## config.mk

```make
export PLATFORM = sky130hd
export DESIGN_NAME = integer_to_roman_encoder_top
export DESIGN_NICKNAME = d
export VERILOG_FILES = /design/src/rtl/i2r_pkg.sv /design/src/rtl/i2r_ctrl.sv /design/src/rtl/i2r_dp.sv /design/src/rtl/integer_to_roman_encoder_top.sv
export SDC_FILE = /design/constraint.sdc
export NUM_CORES = 1
export LEC_CHECK = 0
export ABC_CLOCK_PERIOD_IN_PS = 11700
export BUFFER_PORTS_ARGS = -buffer_cell sky130_fd_sc_hd__buf_2
export CORE_MARGIN = 2
export CORE_UTILIZATION = 55
export DETAILED_ROUTE_END_ITERATION = 12
export PLACE_DENSITY = 0.77
export SKIP_LAST_GASP = 1
export SYNTH_ARGS = -nofsm -noshare
export SYNTH_HDL_FRONTEND = slang
export SYNTH_HIERARCHICAL = 1
export SYNTH_SLANG_ARGS = --single-unit
```

## constraint.sdc

```tcl
create_clock -name i_clk -period 11.7 [get_ports i_clk]
set_input_delay 1.755 -clock i_clk [delete_from_list [all_inputs] [get_ports i_clk]]
set_output_delay 1.755 -clock i_clk [all_outputs]
set_load 0.02 [all_outputs]
```

## src/rtl/i2r_pkg.sv

```systemverilog
package i2r_pkg;

    localparam int NUM_W  = 12;
    localparam int CHAR_W = 7;

    localparam logic [NUM_W-1:0] NUM_MAX = NUM_W'(3999);

    localparam logic [CHAR_W-1:0] CHAR_NONE = 7'h00;
    localparam logic [CHAR_W-1:0] CHAR_M    = 7'h4D;
    localparam logic [CHAR_W-1:0] CHAR_D    = 7'h44;
    localparam logic [CHAR_W-1:0] CHAR_C    = 7'h43;
    localparam logic [CHAR_W-1:0] CHAR_L    = 7'h4C;
    localparam logic [CHAR_W-1:0] CHAR_X    = 7'h58;
    localparam logic [CHAR_W-1:0] CHAR_V    = 7'h56;
    localparam logic [CHAR_W-1:0] CHAR_I    = 7'h49;

    typedef struct packed {
        logic [NUM_W-1:0]  value;
        logic [CHAR_W-1:0] first;
        logic [CHAR_W-1:0] second;
        logic              two;
    } t_tok;

    typedef struct packed {
        logic load;
        logic step;
    } t_cmd;

    typedef struct packed {
        logic out_free;
        logic last;
    } t_sts;

    function automatic t_tok mk_tok(input int val, input logic [CHAR_W-1:0] c1,
                                    input logic [CHAR_W-1:0] c2, input logic two);
        t_tok t;
        t.value  = NUM_W'(val);
        t.first  = c1;
        t.second = c2;
        t.two    = two;
        return t;
    endfunction

    // largest roman token not above the remainder
    function automatic t_tok tok_lookup(input logic [NUM_W-1:0] rem);
        t_tok t;
        priority if (rem >= NUM_W'(1000)) t = mk_tok(1000, CHAR_M, CHAR_NONE, 1'b0);
        else if (rem >= NUM_W'(900))      t = mk_tok(900,  CHAR_C, CHAR_M,    1'b1);
        else if (rem >= NUM_W'(500))      t = mk_tok(500,  CHAR_D, CHAR_NONE, 1'b0);
        else if (rem >= NUM_W'(400))      t = mk_tok(400,  CHAR_C, CHAR_D,    1'b1);
        else if (rem >= NUM_W'(100))      t = mk_tok(100,  CHAR_C, CHAR_NONE, 1'b0);
        else if (rem >= NUM_W'(90))       t = mk_tok(90,   CHAR_X, CHAR_C,    1'b1);
        else if (rem >= NUM_W'(50))       t = mk_tok(50,   CHAR_L, CHAR_NONE, 1'b0);
        else if (rem >= NUM_W'(40))       t = mk_tok(40,   CHAR_X, CHAR_L,    1'b1);
        else if (rem >= NUM_W'(10))       t = mk_tok(10,   CHAR_X, CHAR_NONE, 1'b0);
        else if (rem >= NUM_W'(9))        t = mk_tok(9,    CHAR_I, CHAR_X,    1'b1);
        else if (rem >= NUM_W'(5))        t = mk_tok(5,    CHAR_V, CHAR_NONE, 1'b0);
        else if (rem >= NUM_W'(4))        t = mk_tok(4,    CHAR_I, CHAR_V,    1'b1);
        else                              t = mk_tok(1,    CHAR_I, CHAR_NONE, 1'b0);
        return t;
    endfunction

endpackage

```

## src/rtl/i2r_ctrl.sv

```systemverilog
module i2r_ctrl
    import i2r_pkg::*;
(
    input  logic i_clk,
    input  logic i_rst_n,
    input  logic i_in_valid,
    output logic o_in_ready,
    input  t_sts i_sts,
    output t_cmd o_cmd
);

    typedef enum logic [1:0] {
        ST_IDLE = 2'b01,
        ST_RUN  = 2'b10
    } t_state;

    t_state r_state, n_state;

    always_comb begin
        o_in_ready = (r_state == ST_IDLE);
        o_cmd.load = (r_state == ST_IDLE) && i_in_valid;
        o_cmd.step = (r_state == ST_RUN) && i_sts.out_free;
    end

    always_comb begin
        n_state = r_state;
        unique case (r_state)
            ST_IDLE: begin
                if (i_in_valid) n_state = ST_RUN;
            end
            ST_RUN: begin
                if (o_cmd.step && i_sts.last) n_state = ST_IDLE;
            end
            default: n_state = ST_IDLE;
        endcase
    end

    always_ff @(posedge i_clk) begin
        if (!i_rst_n) begin
            r_state <= ST_IDLE;
        end else begin
            r_state <= n_state;
        end
    end

    a_load_to_run: assert property (@(posedge i_clk) disable iff (!i_rst_n)
        o_cmd.load |=> r_state == ST_RUN)
        else $error("load did not start a run");

    a_step_needs_room: assert property (@(posedge i_clk) disable iff (!i_rst_n)
        o_cmd.step |-> i_sts.out_free && !o_cmd.load)
        else $error("step issued without output room");

endmodule

```

## src/rtl/i2r_dp.sv

```systemverilog
module i2r_dp
    import i2r_pkg::*;
(
    input  logic              i_clk,
    input  logic              i_rst_n,
    input  logic [NUM_W-1:0]  i_number,
    input  t_cmd              i_cmd,
    output t_sts              o_sts,
    input  logic              i_out_ready,
    output logic              o_out_valid,
    output logic [CHAR_W-1:0] o_out_char,
    output logic              o_out_last,
    output logic              o_out_err
);

    logic [NUM_W-1:0]  r_rem, n_rem;
    logic              r_err;
    logic              r_pend, n_pend;
    logic [CHAR_W-1:0] r_second, n_second;
    logic              r_out_valid;
    logic [CHAR_W-1:0] r_out_char, n_char;
    logic              r_out_last, n_last;
    logic              r_out_err;
    t_tok              tok;

    always_comb begin
        tok      = tok_lookup(r_rem);
        n_rem    = r_rem;
        n_pend   = r_pend;
        n_second = r_second;
        n_char   = CHAR_NONE;
        n_last   = 1'b1;
        if (r_err) begin
            n_char = CHAR_NONE;
            n_last = 1'b1;
        end else if (r_pend) begin
            n_char = r_second;
            n_pend = 1'b0;
            n_last = (r_rem == '0);
        end else begin
            n_char   = tok.first;
            n_rem    = r_rem - tok.value;
            n_pend   = tok.two;
            n_second = tok.second;
            n_last   = !tok.two && (n_rem == '0);
        end
        o_sts.last     = n_last;
        o_sts.out_free = !r_out_valid || i_out_ready;
    end

    always_ff @(posedge i_clk) begin
        if (!i_rst_n) begin
            r_pend      <= 1'b0;
            r_out_valid <= 1'b0;
        end else begin
            if (i_cmd.load) begin
                r_pend <= 1'b0;
            end else if (i_cmd.step) begin
                r_pend <= n_pend;
            end
            if (i_cmd.step) begin
                r_out_valid <= 1'b1;
            end else if (i_out_ready) begin
                r_out_valid <= 1'b0;
            end
        end
    end

    always_ff @(posedge i_clk) begin
        if (i_cmd.load) begin
            r_rem <= i_number;
            r_err <= (i_number == '0) || (i_number > NUM_MAX);
        end else if (i_cmd.step) begin
            r_rem    <= n_rem;
            r_second <= n_second;
        end
        if (i_cmd.step) begin
            r_out_char <= n_char;
            r_out_last <= n_last;
            r_out_err  <= r_err;
        end
    end

    assign o_out_valid = r_out_valid;
    assign o_out_char  = r_out_char;
    assign o_out_last  = r_out_last;
    assign o_out_err   = r_out_err;

    a_err_beat: assert property (@(posedge i_clk) disable iff (!i_rst_n)
        r_out_valid && r_out_err |-> r_out_last && r_out_char == CHAR_NONE)
        else $error("error beat malformed");

    a_pend_drains: assert property (@(posedge i_clk) disable iff (!i_rst_n)
        i_cmd.step && r_pend |=> !r_pend)
        else $error("pending letter not drained");

endmodule

```

## src/rtl/integer_to_roman_encoder_top.sv

```systemverilog
// channel  | dir | tdata               | tlast    | tuser
// s_axis   | in  | [11:0] number       | -        | -
// m_axis   | out | [6:0] char_code     | is_last  | out_of_range
//
// a number giving n letters yields n beats, at most 15 (3888); an error
// result is one beat. after the load, one letter per cycle while m_axis is
// free comes from the token compare/subtract on the remainder. the output
// register lets the next number load while the final beat waits. synchronous
// active-low reset; a stalled m_axis holds the walk without losing letters.
module integer_to_roman_encoder_top
    import i2r_pkg::*;
(
    input  logic        i_clk,
    input  logic        i_rst_n,
    input  logic        s_axis_tvalid,
    output logic        s_axis_tready,
    input  logic [15:0] s_axis_tdata,   // [11:0] number
    output logic        m_axis_tvalid,
    input  logic        m_axis_tready,
    output logic [7:0]  m_axis_tdata,   // [6:0] char_code
    output logic        m_axis_tlast,
    output logic        m_axis_tuser    // [0] out_of_range
);

    t_cmd              cmd;
    t_sts              sts;
    logic [CHAR_W-1:0] out_char;

    i2r_ctrl u_ctrl (
        .i_clk      (i_clk),
        .i_rst_n    (i_rst_n),
        .i_in_valid (s_axis_tvalid),
        .o_in_ready (s_axis_tready),
        .i_sts      (sts),
        .o_cmd      (cmd)
    );

    i2r_dp u_dp (
        .i_clk       (i_clk),
        .i_rst_n     (i_rst_n),
        .i_number    (s_axis_tdata[NUM_W-1:0]),
        .i_cmd       (cmd),
        .o_sts       (sts),
        .i_out_ready (m_axis_tready),
        .o_out_valid (m_axis_tvalid),
        .o_out_char  (out_char),
        .o_out_last  (m_axis_tlast),
        .o_out_err   (m_axis_tuser)
    );

    assign m_axis_tdata = {1'b0, out_char};

endmodule
```

Word level (Yosys, flattened, before mapping):

Index checks and enable logic that the tools add are counted.

* add/sub/neg operators: 1
* multiply operators: 0
* divide/modulo/power cells: 0
* magnitude comparators: 13
* equality and inequality tests: 6
* shifts and indexed selects: 0
* mux-type cells: 25
* bitwise logic cells: 4
* reductions and logical operators: 21

Operator list (count)
* $mux 27: 11
* $mux 12: 4
* $logic_not 12->1: 3
* $ge 12x10->1 const B: 2
* $ge 12x3->1 const B: 2
* $ge 12x4->1 const B: 2
* $ge 12x6->1 const B: 2
* $ge 12x7->1 const B: 2
* $ge 12x9->1 const B: 2
* $mux 18: 1
* $gt 12x12->1 const B: 1
* $sub 12x12->12: 1
* $reduce_or 11->1: 1
* $reduce_or 9->1: 1
* $ne 2x2->1 const B: 4
* $mux 7: 1
* $mux 1: 5
* $reduce_or 5->1: 1
* $logic_and 1x1->1: 4
* $mux 2: 2
* $not 1->1: 4
* $pmux 2 s2: 1
* $reduce_and 2->1: 2
* $reduce_and 4->1: 1
* other kinds (7): 10

* bits in registers: 33
* latch bits: 0
* memory bits (writable): 0
* memory bits (read-only): 0
* output and inout port bits: 12
* logic and storage cells: 82
* memories: 0

Logic depth before layout (Yosys ltp):

Gate-level depths: netlist (run 1).

* depth after elaboration: 21
* depth in mapped cells: 17

Modules after synthesis:

Netlist (run 1), hierarchy kept.

Modules (own cells, without submodules)
* i2r_dp: instances 1, cells each 262, area each 2341.0 um2, seq. area each 850.8 um2
* i2r_ctrl: instances 1, cells each 10, area each 93.8 um2, seq. area each 40.0 um2
* integer_to_roman_encoder_top: instances 1, cells each 2, area each 11.3 um2, seq. area each 0.0 um2

Worst setup path before layout (run 1):

No wires, ideal clock.

* path kind: register to register
* start point: register u_dp.r_rem[11]
* end point: register u_ctrl.r_state[1]
* library setup time: 0.115 ns
* data arrival time: 3.681 ns
* data required time: 11.585 ns
* slack: 7.905 ns
* stages on the path, launching flop included: 17
* path buffers: 2
* clock period less this slack: 3.795 ns
* cells stage by stage: edfxtp_1 -> or3_4 -> or4_1 -> buf_2 -> nand2_1 -> nand2_1 -> nand2_1 -> ha_1 -> a21oi_1 -> nand2_1 -> or3_1 -> a2111oi_0 -> o2111ai_1 -> o21ai_1 -> buf_4 -> a21oi_1 -> o21a_1

* cells in the longest elaborated chain, start to end: 21

Ends and longest elaborated chain
* start: declaration: line i2r_dp.sv:16 `logic [NUM_W-1:0] r_rem, n_rem;`
* start signal: assignment: line i2r_dp.sv:71 `r_rem <= i_number;`
* start signal: assignment: line i2r_dp.sv:74 `r_rem <= n_rem;`
* $ge 12x3->1: line i2r_pkg.sv:58 `else if (rem >= NUM_W'(4)) t = mk_tok(4, CHAR_I, CHAR_V, 1'b1);`
* $mux 18: line i2r_pkg.sv:58
* $mux 27: line i2r_pkg.sv:57 `else if (rem >= NUM_W'(5)) t = mk_tok(5, CHAR_V, CHAR_NONE, 1'b0);`
* $mux 27: line i2r_pkg.sv:56 `else if (rem >= NUM_W'(9)) t = mk_tok(9, CHAR_I, CHAR_X, 1'b1);`
* $mux 27: line i2r_pkg.sv:55 `else if (rem >= NUM_W'(10)) t = mk_tok(10, CHAR_X, CHAR_NONE, 1'b0);`
* $mux 27: line i2r_pkg.sv:54 `else if (rem >= NUM_W'(40)) t = mk_tok(40, CHAR_X, CHAR_L, 1'b1);`
* $mux 27: line i2r_pkg.sv:53 `else if (rem >= NUM_W'(50)) t = mk_tok(50, CHAR_L, CHAR_NONE, 1'b0);`
* $mux 27: line i2r_pkg.sv:52 `else if (rem >= NUM_W'(90)) t = mk_tok(90, CHAR_X, CHAR_C, 1'b1);`
* [... 6 more ...]
* $logic_not 12->1: line i2r_dp.sv:45 `n_last = !tok.two && (n_rem == '0);`
* $logic_and 1x1->1: line i2r_dp.sv:45
* $mux 1 *: line i2r_dp.sv:36 `end else if (r_pend) begin`
* $mux 1 *: line i2r_dp.sv:33 `if (r_err) begin`
* net u_dp.n_last: line i2r_dp.sv:22 `logic r_out_last, n_last;`
* $logic_and 1x1->1 *: line i2r_ctrl.sv:32 `if (o_cmd.step && i_sts.last) n_state = ST_IDLE;`
* $ne 2x2->1 (no source line) *
* $reduce_and 2->1 (no source line) *
* end signal: assignment: line i2r_ctrl.sv:42 `r_state <= n_state;`
* end: declaration: line i2r_ctrl.sv:17 `t_state r_state, n_state;`

Mark *: on every way through the listed nets, which the timed path passes. The rest lies on a longest branch.
A chain may end at the register's enable or synchronous reset.

==> reports/qor.yml, run 1 <==
worst_hold_path:
  hp-class: "flip-flop to flip-flop"
floorplanning:
  die_h_um: 70.7
  initial_core_util_pct: 56.6
  coreArea_um2: 4320
  rows: 24
  ios: 32
  die_w_um: 70.7
  dieArea_um2: 5000
cells_and_area:
  layout.nets: 325
  final_area_um2: 2660
  fin_cells: 347
  diodes: 0
  syn_to_final_growth_pct: 8.64
  fillCellCount: 380
  seq_area_um2: 891
  multi_input_area_um2: 1440
  drive_gt1_share_pct: 18.6
timing:
  setup_tns_ns: 0
  min_period_ns: 4.53
  rsz0062_at_grt: "no"
  finalHoldViolCount: 0
  setup_violations: 0
  finalMaxSlewViolations: 0
  clock_skew_ns: 0.00508
  max_freq_ghz: 0.221
  fin_crit_sh_pct: 38.7
  fin_hold_ws_ns: 0.548
  tightest_slew_ns: 0.801
  max_slew_margin_pct: 46.2
route:
  postRouteAntennaNets: 0
  drt_iter0_drc: 242
  drt-wirelength-per-cell_um: 16.1
  vias: 2200
  route.detailed.drc: 0
  routed_wl_um: 5600
  drt-vias-per-instance: 6.34
  drt-pass1-iter-count: 5
job:
  maxCapViolCount: 0
grt:
  grt_usage_pct: 22.9
  grt_max_degree: 25
  antenna_found_initial: 0
  grt_pass1_wl_um: 9150
  grt-ovfl-total: 0
  first_global_vias: 1969
logic_synthesis:
  syn-instance-count: 274
  yosysWarnings: 6
  synth_area_leader_cell: "edfxtp_1"
  avgSynthCellArea_um2: 8.93
  syn_area_um2: 2450
  ys_seq_area_share_pct: 36.4
  synth_top_area_share_pct: 33.1
  synthFlopType: "edfxtp_1"
  async_flop_share_pct: 0
  synthDistinctLibCells: 60
  yosysMostFrequentCell: "edfxtp_1"
  syn_nets: 305
  synth_common_cells: "edfxtp_1 (27), a21oi_1 (25), nand2_1 (23)"
  synth_edf_count: 27
  synth_area_leaders: "edfxtp_1 (33%), a21oi_1 (5.1%), ha_1 (5.1%)"
  ys_seq_elements: 31
cts:
  htreeDepth: 2
  cts_sinks: 31
  numCtsBuffers: 5
  clockBufferDepth: 2
  cts_resized: 0
  clk_pin_slew_ns: 0.07
  cts_tree: "done"
  clk_latency_ns: 0.28
  postCtsHoldBufs: 0
  postCtsSetupRepairBufs: 0
  cts_root_buf: "clkbuf_8"
power_and_ir_drop:
  leakagePower_nw: 0.999
  p_per_area_nw_per_um2: 144
  peakVddDrop_uv: 92.4
place:
  placed_cell_area_um2: 2570
  io_buffers: 25
  gp_congestion: 1.01
  hpwl_um: 4130
  place_inst: 339
status:
  status: "finished clean"
critical_path:
  cp_cell_sequence: "nor3_1 > nand3_1 > o21ai_0 > a21oi_1 > or2_2 > ha_1 > xor2_1 > or4b_2 > a2111oi_0 > o2111ai_1 > o21ai_1 > a21oi_1 > o21a_1"
  slowest_delay_ns: 0.64
  critical_path_class: "flip-flop to flip-flop"
  crit_path_end_kind: "flip-flop"
  slowest_stage: "or4b_2"
  cp.arrival_ns: 4.70
  start_kind: "flip-flop"
  cp.required_ns: 11.88
  path_common_cell: "a21oi_1"
  critical_path_peak_fanout: 9
[power by group]
group | internal, W | switching [W]
clock network | 0.0000413 | 0.0000420
logic | 0.0000615 | 0.0000852
registers | 0.000135 | 0.0000184
total | 0.000238 | 0.000146
[layout by cell type (no fill, tap or decap), types with 4 or more instances in the layout]
cell type	instances
ha_1	10
nor2_1	19
nor3_1	8
nand2b_1	8
or2_2	6
a21o_1	5
a21oi_1	25
nand3_1	9
clkbuf_8	5
o21ai_0	20
dfxtp_1	4
nand2_1	23
mux2_2	6
o211ai_1	5
buf_2	25
edfxtp_1	27
nor4_1	4
or3_1	4
nor2b_1	4
inv_1	13
o21bai_1	4
[per-stage QoR]
stage	worst slack, ns	utilization, %	power (W)
finish	7.17	61.5	0.000383
detailed placement	7.30	59.4	0.000298
floorplan	7.90	-	0.000267
CTS	7.28	61.5	0.000382
global route	6.98	61.5	0.000409
global placement	7.28	59.4	0.000296
[worst max-delay path: cells and delay by family (launching register included)]
| kind | cells | cell delay [ns] |
|---|---|---|
| and+or+nand+nor | 4 | 1.76 |
| AOI/OAI and AO/OA | 7 | 1.62 |
| xor gates and xnor gates | 1 | 0.18 |
| adders and majority gates | 1 | 0.35 |
| DFF | 1 | 0.52 |
[state kept, by name (all words and copies together) (netlist names), 2 cells and up]
register	count
u_ctrl/r_state	2
u_dp/o_out_char	6
u_dp/r_rem	12
u_dp/r_second	6
[metal layers]
layer | global-route usage [%] | up-vias | wire length (um)
li1 | - | 1072 | -
met3 | 5.98 | 14 | 331
met2 | 35.8 | 97 | 2650
met5 | 0 | - | 0
met1 | 30.3 | 1017 | 2480
met4 | 9.43 | 0 | 140
[cell type report]
cell class | instances | share of cell area (%)
sequential | 31 | 33.5
tap | 52 | 2.45
multi-input combinational | 218 | 54.1
timing repair buffer | 25 | 4.71
clock inverter | 3 | 0.753
clock buffer | 5 | 2.59
inverter | 13 | 1.84
[logic make-up (layout without fill, tap and decap cells)]
family / Yosys count / count (layout) / share of synthesized area (%)
simple gates: 100 / 100 / 21.9
compound gates: 95 / 95 / 26.5
flops: 31 / 31 / 36.4
buf+inv: 25 / 46 / 4.76
fa+ha+maj: 11 / 11 / 5.93
mux: 6 / 6 / 2.76
xor+xnor: 4 / 4 / 1.43
other cells: 2 / 2 / 0.307
[final timing paths]
check                   start                end  slack (ns)  cells past startpoint
max             u_dp/r_rem[4]  u_ctrl/r_state[1]        7.17                     13
min          u_dp/o_out_valid   u_dp/o_out_valid        0.55                      2
max reg2reg     u_dp/r_rem[4]  u_ctrl/r_state[1]        7.17                     13
min reg2reg  u_dp/o_out_valid   u_dp/o_out_valid        0.55                      2
Note: power is estimated with default switching activity, not from simulation.
==> run 2, diff against run 1 <==
--- a/config.mk
+++ b/config.mk
@@ -5,12 +5,13 @@
 export SDC_FILE = /design/constraint.sdc
 export NUM_CORES = 1
 export LEC_CHECK = 0
-export ABC_CLOCK_PERIOD_IN_PS = 11700
+export ABC_AREA = 1
+export ABC_CLOCK_PERIOD_IN_PS = 4200
 export BUFFER_PORTS_ARGS = -buffer_cell sky130_fd_sc_hd__buf_2
 export CORE_MARGIN = 2
 export CORE_UTILIZATION = 55
 export DETAILED_ROUTE_END_ITERATION = 12
-export PLACE_DENSITY = 0.77
+export PLACE_DENSITY = 0.76
 export SKIP_LAST_GASP = 1
 export SYNTH_ARGS = -nofsm -noshare
 export SYNTH_HDL_FRONTEND = slang
==> constraint.sdc (replaced) <==
create_clock -name i_clk -period 4.2 [get_ports i_clk]
set_input_delay 0.63 -clock i_clk [delete_from_list [all_inputs] [get_ports i_clk]]
set_output_delay 0.63 -clock i_clk [all_outputs]
set_load 0.02 [all_outputs]
==> run 2 against run 1 <==
Compared with the run above: clock-buffer cell count did not move; fmax rose by 28%; sequential share of layout area fell by 0.89 points; worst setup slack got worse by 6.5 ns; routed wire length rose by 4.3%; non-clock buffer count did not move; critical path type unchanged; largest cell class unchanged; largest power group unchanged.
==> reports/qor.yml, run 2 <==
cts:
  htreeDepth: 2  # unchanged
  postCtsHoldBufs: 0  # unchanged
  clk_latency_ns: 0.28  # about the same
  cts_tree: "done"
  cts_root_buf: "clkbuf_8"
  clockBufferDepth: 2  # unchanged
  postCtsSetupRepairBufs: 0  # unchanged
  cts_sinks: 31  # unchanged
  numCtsBuffers: 5  # unchanged
  cts_resized: 0  # unchanged
  clk_pin_slew_ns: 0.06  # about the same
floorplanning:
  rows: 24  # unchanged
  coreArea_um2: 4320  # unchanged
  die_w_um: 71.0  # +0.41%
  dieArea_um2: 5040  # +0.82%
  ios: 32  # unchanged
  die_h_um: 71.0  # +0.41%
  initial_core_util_pct: 57.1  # +0.49 points
power_and_ir_drop:
  peakVddDrop_uv: 422  # +360%
  p_seq_share_pct: 38.0  # -2.0 points
  clkPwrFrac_pct: 25.9  # +4.2 points
  switching_share_pct: 37.5  # -0.45 points
  power_w: 0.00110  # +190%
  combPwrFrac_pct: 36.2  # -2.1 points
  p_per_area_nw_per_um2: 402  # +180%
  leakagePower_nw: 1.29  # +29%
  power_switching_w: 0.000412  # +180%
  p_int_w: 0.000686  # +190%
timing:
  min_period_ns: 3.53  # -0.998 ns
  fin_crit_sh_pct: 84.0  # +45 points
  tightest_slew_ns: 0.541  # -0.260 ns
  fin_hold_ws_ns: 0.519  # -0.0293 ns
  rsz0062_at_grt: "no"
  finalMaxSlewViolations: 0  # unchanged
  max_freq_ghz: 0.283  # +28%
  setup_violations: 0  # unchanged
  clock_skew_ns: 0.00774  # +0.00266 ns
  setup_tns_ns: 0  # unchanged
  finalHoldViolCount: 0  # unchanged
  max_slew_margin_pct: 63.8  # +18 points
cells_and_area:
  diodes: 0  # unchanged
  syn_to_final_growth_pct: 10.6
  final_area_um2: 2730  # +2.7%
  drive_gt1_share_pct: 12.3  # -6.3 points
  largest-register: "u_dp/r_rem"
  final_cell_mix: "nand2_1 (98), inv_1 (56), nor2_1 (31)"
  mostFrequentLayoutCell: "nand2_1"
  layout.nets: 412  # +27%
  largest_register_ff_count: 12  # unchanged
place:
  io_buffers: 25  # unchanged
  gp_congestion: 0.912  # -9.2%
  placed_cell_area_um2: 2620  # +2.1%
  hpwl_um: 4690  # +14%
critical_path:
  crit_buf_inv: 3  # +3
  path_common_cell: "nand2_1"
  critical_path_peak_fanout: 6  # -3
  critical_path_class: "flip-flop to flip-flop"
  crit_path_end_kind: "flip-flop"
  start_kind: "flip-flop"
  cp_cell_sequence: "nor2_1 > nand2_1 > nor2_4 > nand2_1 > inv_1 > nand2_1 > inv_1 > ha_1 > inv_1 > fa_1 > nand3_1 > nand2_1 > xnor2_1 > nand3_1 > nor2_1 > nand3_1 > nor2_1 > nand2_1 > nand2_1 > nand2_1 > nand3_2 > nand2_1 > nand2_1"
  path_delay_family: "simple AND/OR/NAND/NOR gates"
  cp.required_ns: 4.43  # -7.45 ns
  slowest_stage: "edfxtp_1"
  cp.arrival_ns: 3.76  # -0.94 ns
  slowest_delay_ns: 0.51  # -0.13 ns
route:
  drt_iter0_drc: 212  # -12%
  drt-pass1-iter-count: 6  # +1
  drt-vias-per-instance: 5.38  # -15%
  vias: 2335  # +6.1%
  drt-wirelength-per-cell_um: 13.5  # -17%
  postRouteAntennaNets: 0  # unchanged
  route.detailed.drc: 0  # unchanged
  routed_wl_um: 5850  # +4.3%
job:
  maxCapViolCount: 0  # unchanged
logic_synthesis:
  synthDistinctLibCells: 36  # -40%
  ys_seq_area_share_pct: 36.1  # -0.31 points
  synth_top_area_share_pct: 32.9  # -0.29 points
  yosysMostFrequentCell: "nand2_1"
  avgSynthCellArea_um2: 6.95  # -22%
  async_flop_share_pct: 0  # unchanged
  synth_top_family_by_area: "simple AND/OR/NAND/NOR gates"
  yosysWarnings: 6  # unchanged
  yosys.area_share.adder_pct: 5.88  # -0.051 points
  synth_common_cells: "nand2_1 (98), inv_1 (56), nor2_1 (31)"
  ys_seq_elements: 31  # unchanged
  syn-instance-count: 355  # +30%
  muxShareOfSynthArea_pct: 0  # -2.8 points
  synth_compound_area_share_pct: 13.4  # -13 points
  synth_area_leaders: "edfxtp_1 (33%), nand2_1 (15%), inv_1 (8.5%)"
  synth_area_leader_cell: "edfxtp_1"
  synth_edf_count: 27  # unchanged
  syn_area_um2: 2470  # +0.87%
  synth-xor-area-share_pct: 1.77  # +0.34 points
  syn_nets: 386  # +27%
  synthFlopType: "edfxtp_1"
  synth-simple-area-share_pct: 32.1  # +10 points
grt:
  grt_pass1_wl_um: 9650  # +5.5%
  grt-ovfl-total: 0  # unchanged
  grt_max_degree: 21  # -16%
  grt_usage_pct: 24.4  # +1.5 points
  antenna_found_initial: 0  # unchanged
  first_global_vias: 2088  # +6.0%
status:
  status: "finished clean"
worst_hold_path:
  hp-class: "flip-flop to flip-flop"
-- run 2: path summary, 6_finish.rpt --
check | from | end | slack [ns] | cells past startpoint
worst min-delay path | u_ctrl/r_state[0] | u_ctrl/r_state[1] | 0.52 | 2
worst max register to register | u_dp/r_rem[4] | u_ctrl/r_state[0] | 0.67 | 23
worst max-delay path | u_dp/r_rem[4] | u_ctrl/r_state[0] | 0.67 | 23
worst min register to register | u_ctrl/r_state[0] | u_ctrl/r_state[1] | 0.52 | 2
-- run 2: worst min-delay path: stages (launching register included) --
cell and delay (ns):
dfxtp_1 0.33, nand3_2 0.10, a21oi_2 0.05
-- run 2: stage by stage --
stage | worst slack [ns] | utilization [%] | std cells
2_1_floorplan | 1.32 | - | 355
3_3_place_gp | 0.835 | 60.6 | 426
3_5_place_dp | 0.762 | 60.6 | 426
4_1_cts | 0.715 | 63.1 | 434
5_1_grt | 0.420 | 63.1 | 434
6_report | 0.672 | 63.1 | 434
-- run 2: layout make-up --
cell class                 count  area (um^2)
fill                         409         1590
multi-input combinational    259         1320
sequential                    31          891
inverter                      59          223
timing repair buffer          25          125
clock buffer                   5         68.8
tap                           52         65.1
clock inverter                 3         38.8
-- run 2: routing by layer --
layer / part of all wire (%) / global-route usage, % / up-vias / wire length, um
li1: - / - / 1215 / -
met4: 0.86 / 6.29 / 0 / 50
met1: 48 / 35.4 / 1034 / 2820
met3: 5.9 / 3.85 / 4 / 345
met5: 0 / 0 / - / 0
met2: 45 / 38.3 / 82 / 2630
-- run 2: power groups by stage --
stage | Clock (W) | Combinational [W] | Sequential, W
2_1_floorplan | 0 | 0.000306 | 0.000410
3_3_place_gp | 0 | 0.000383 | 0.000422
3_5_place_dp | 0 | 0.000388 | 0.000423
4_1_cts | 0.000289 | 0.000392 | 0.000417
5_1_grt | 0.000299 | 0.000452 | 0.000421
6_report | 0.000284 | 0.000397 | 0.000417
-- run 2: cell families (layout without fill, tap and decap cells) --
logic type               after synthesis  in the layout
AO/OA/AOI/OAI                         60             60
XOR/XNOR                               5              5
adder cells (fa/ha/maj)               11             11
buffers and inverters                 65             92
flip-flops                            31             31
other                                  2              2
AND/OR/NAND/NOR                      181            181
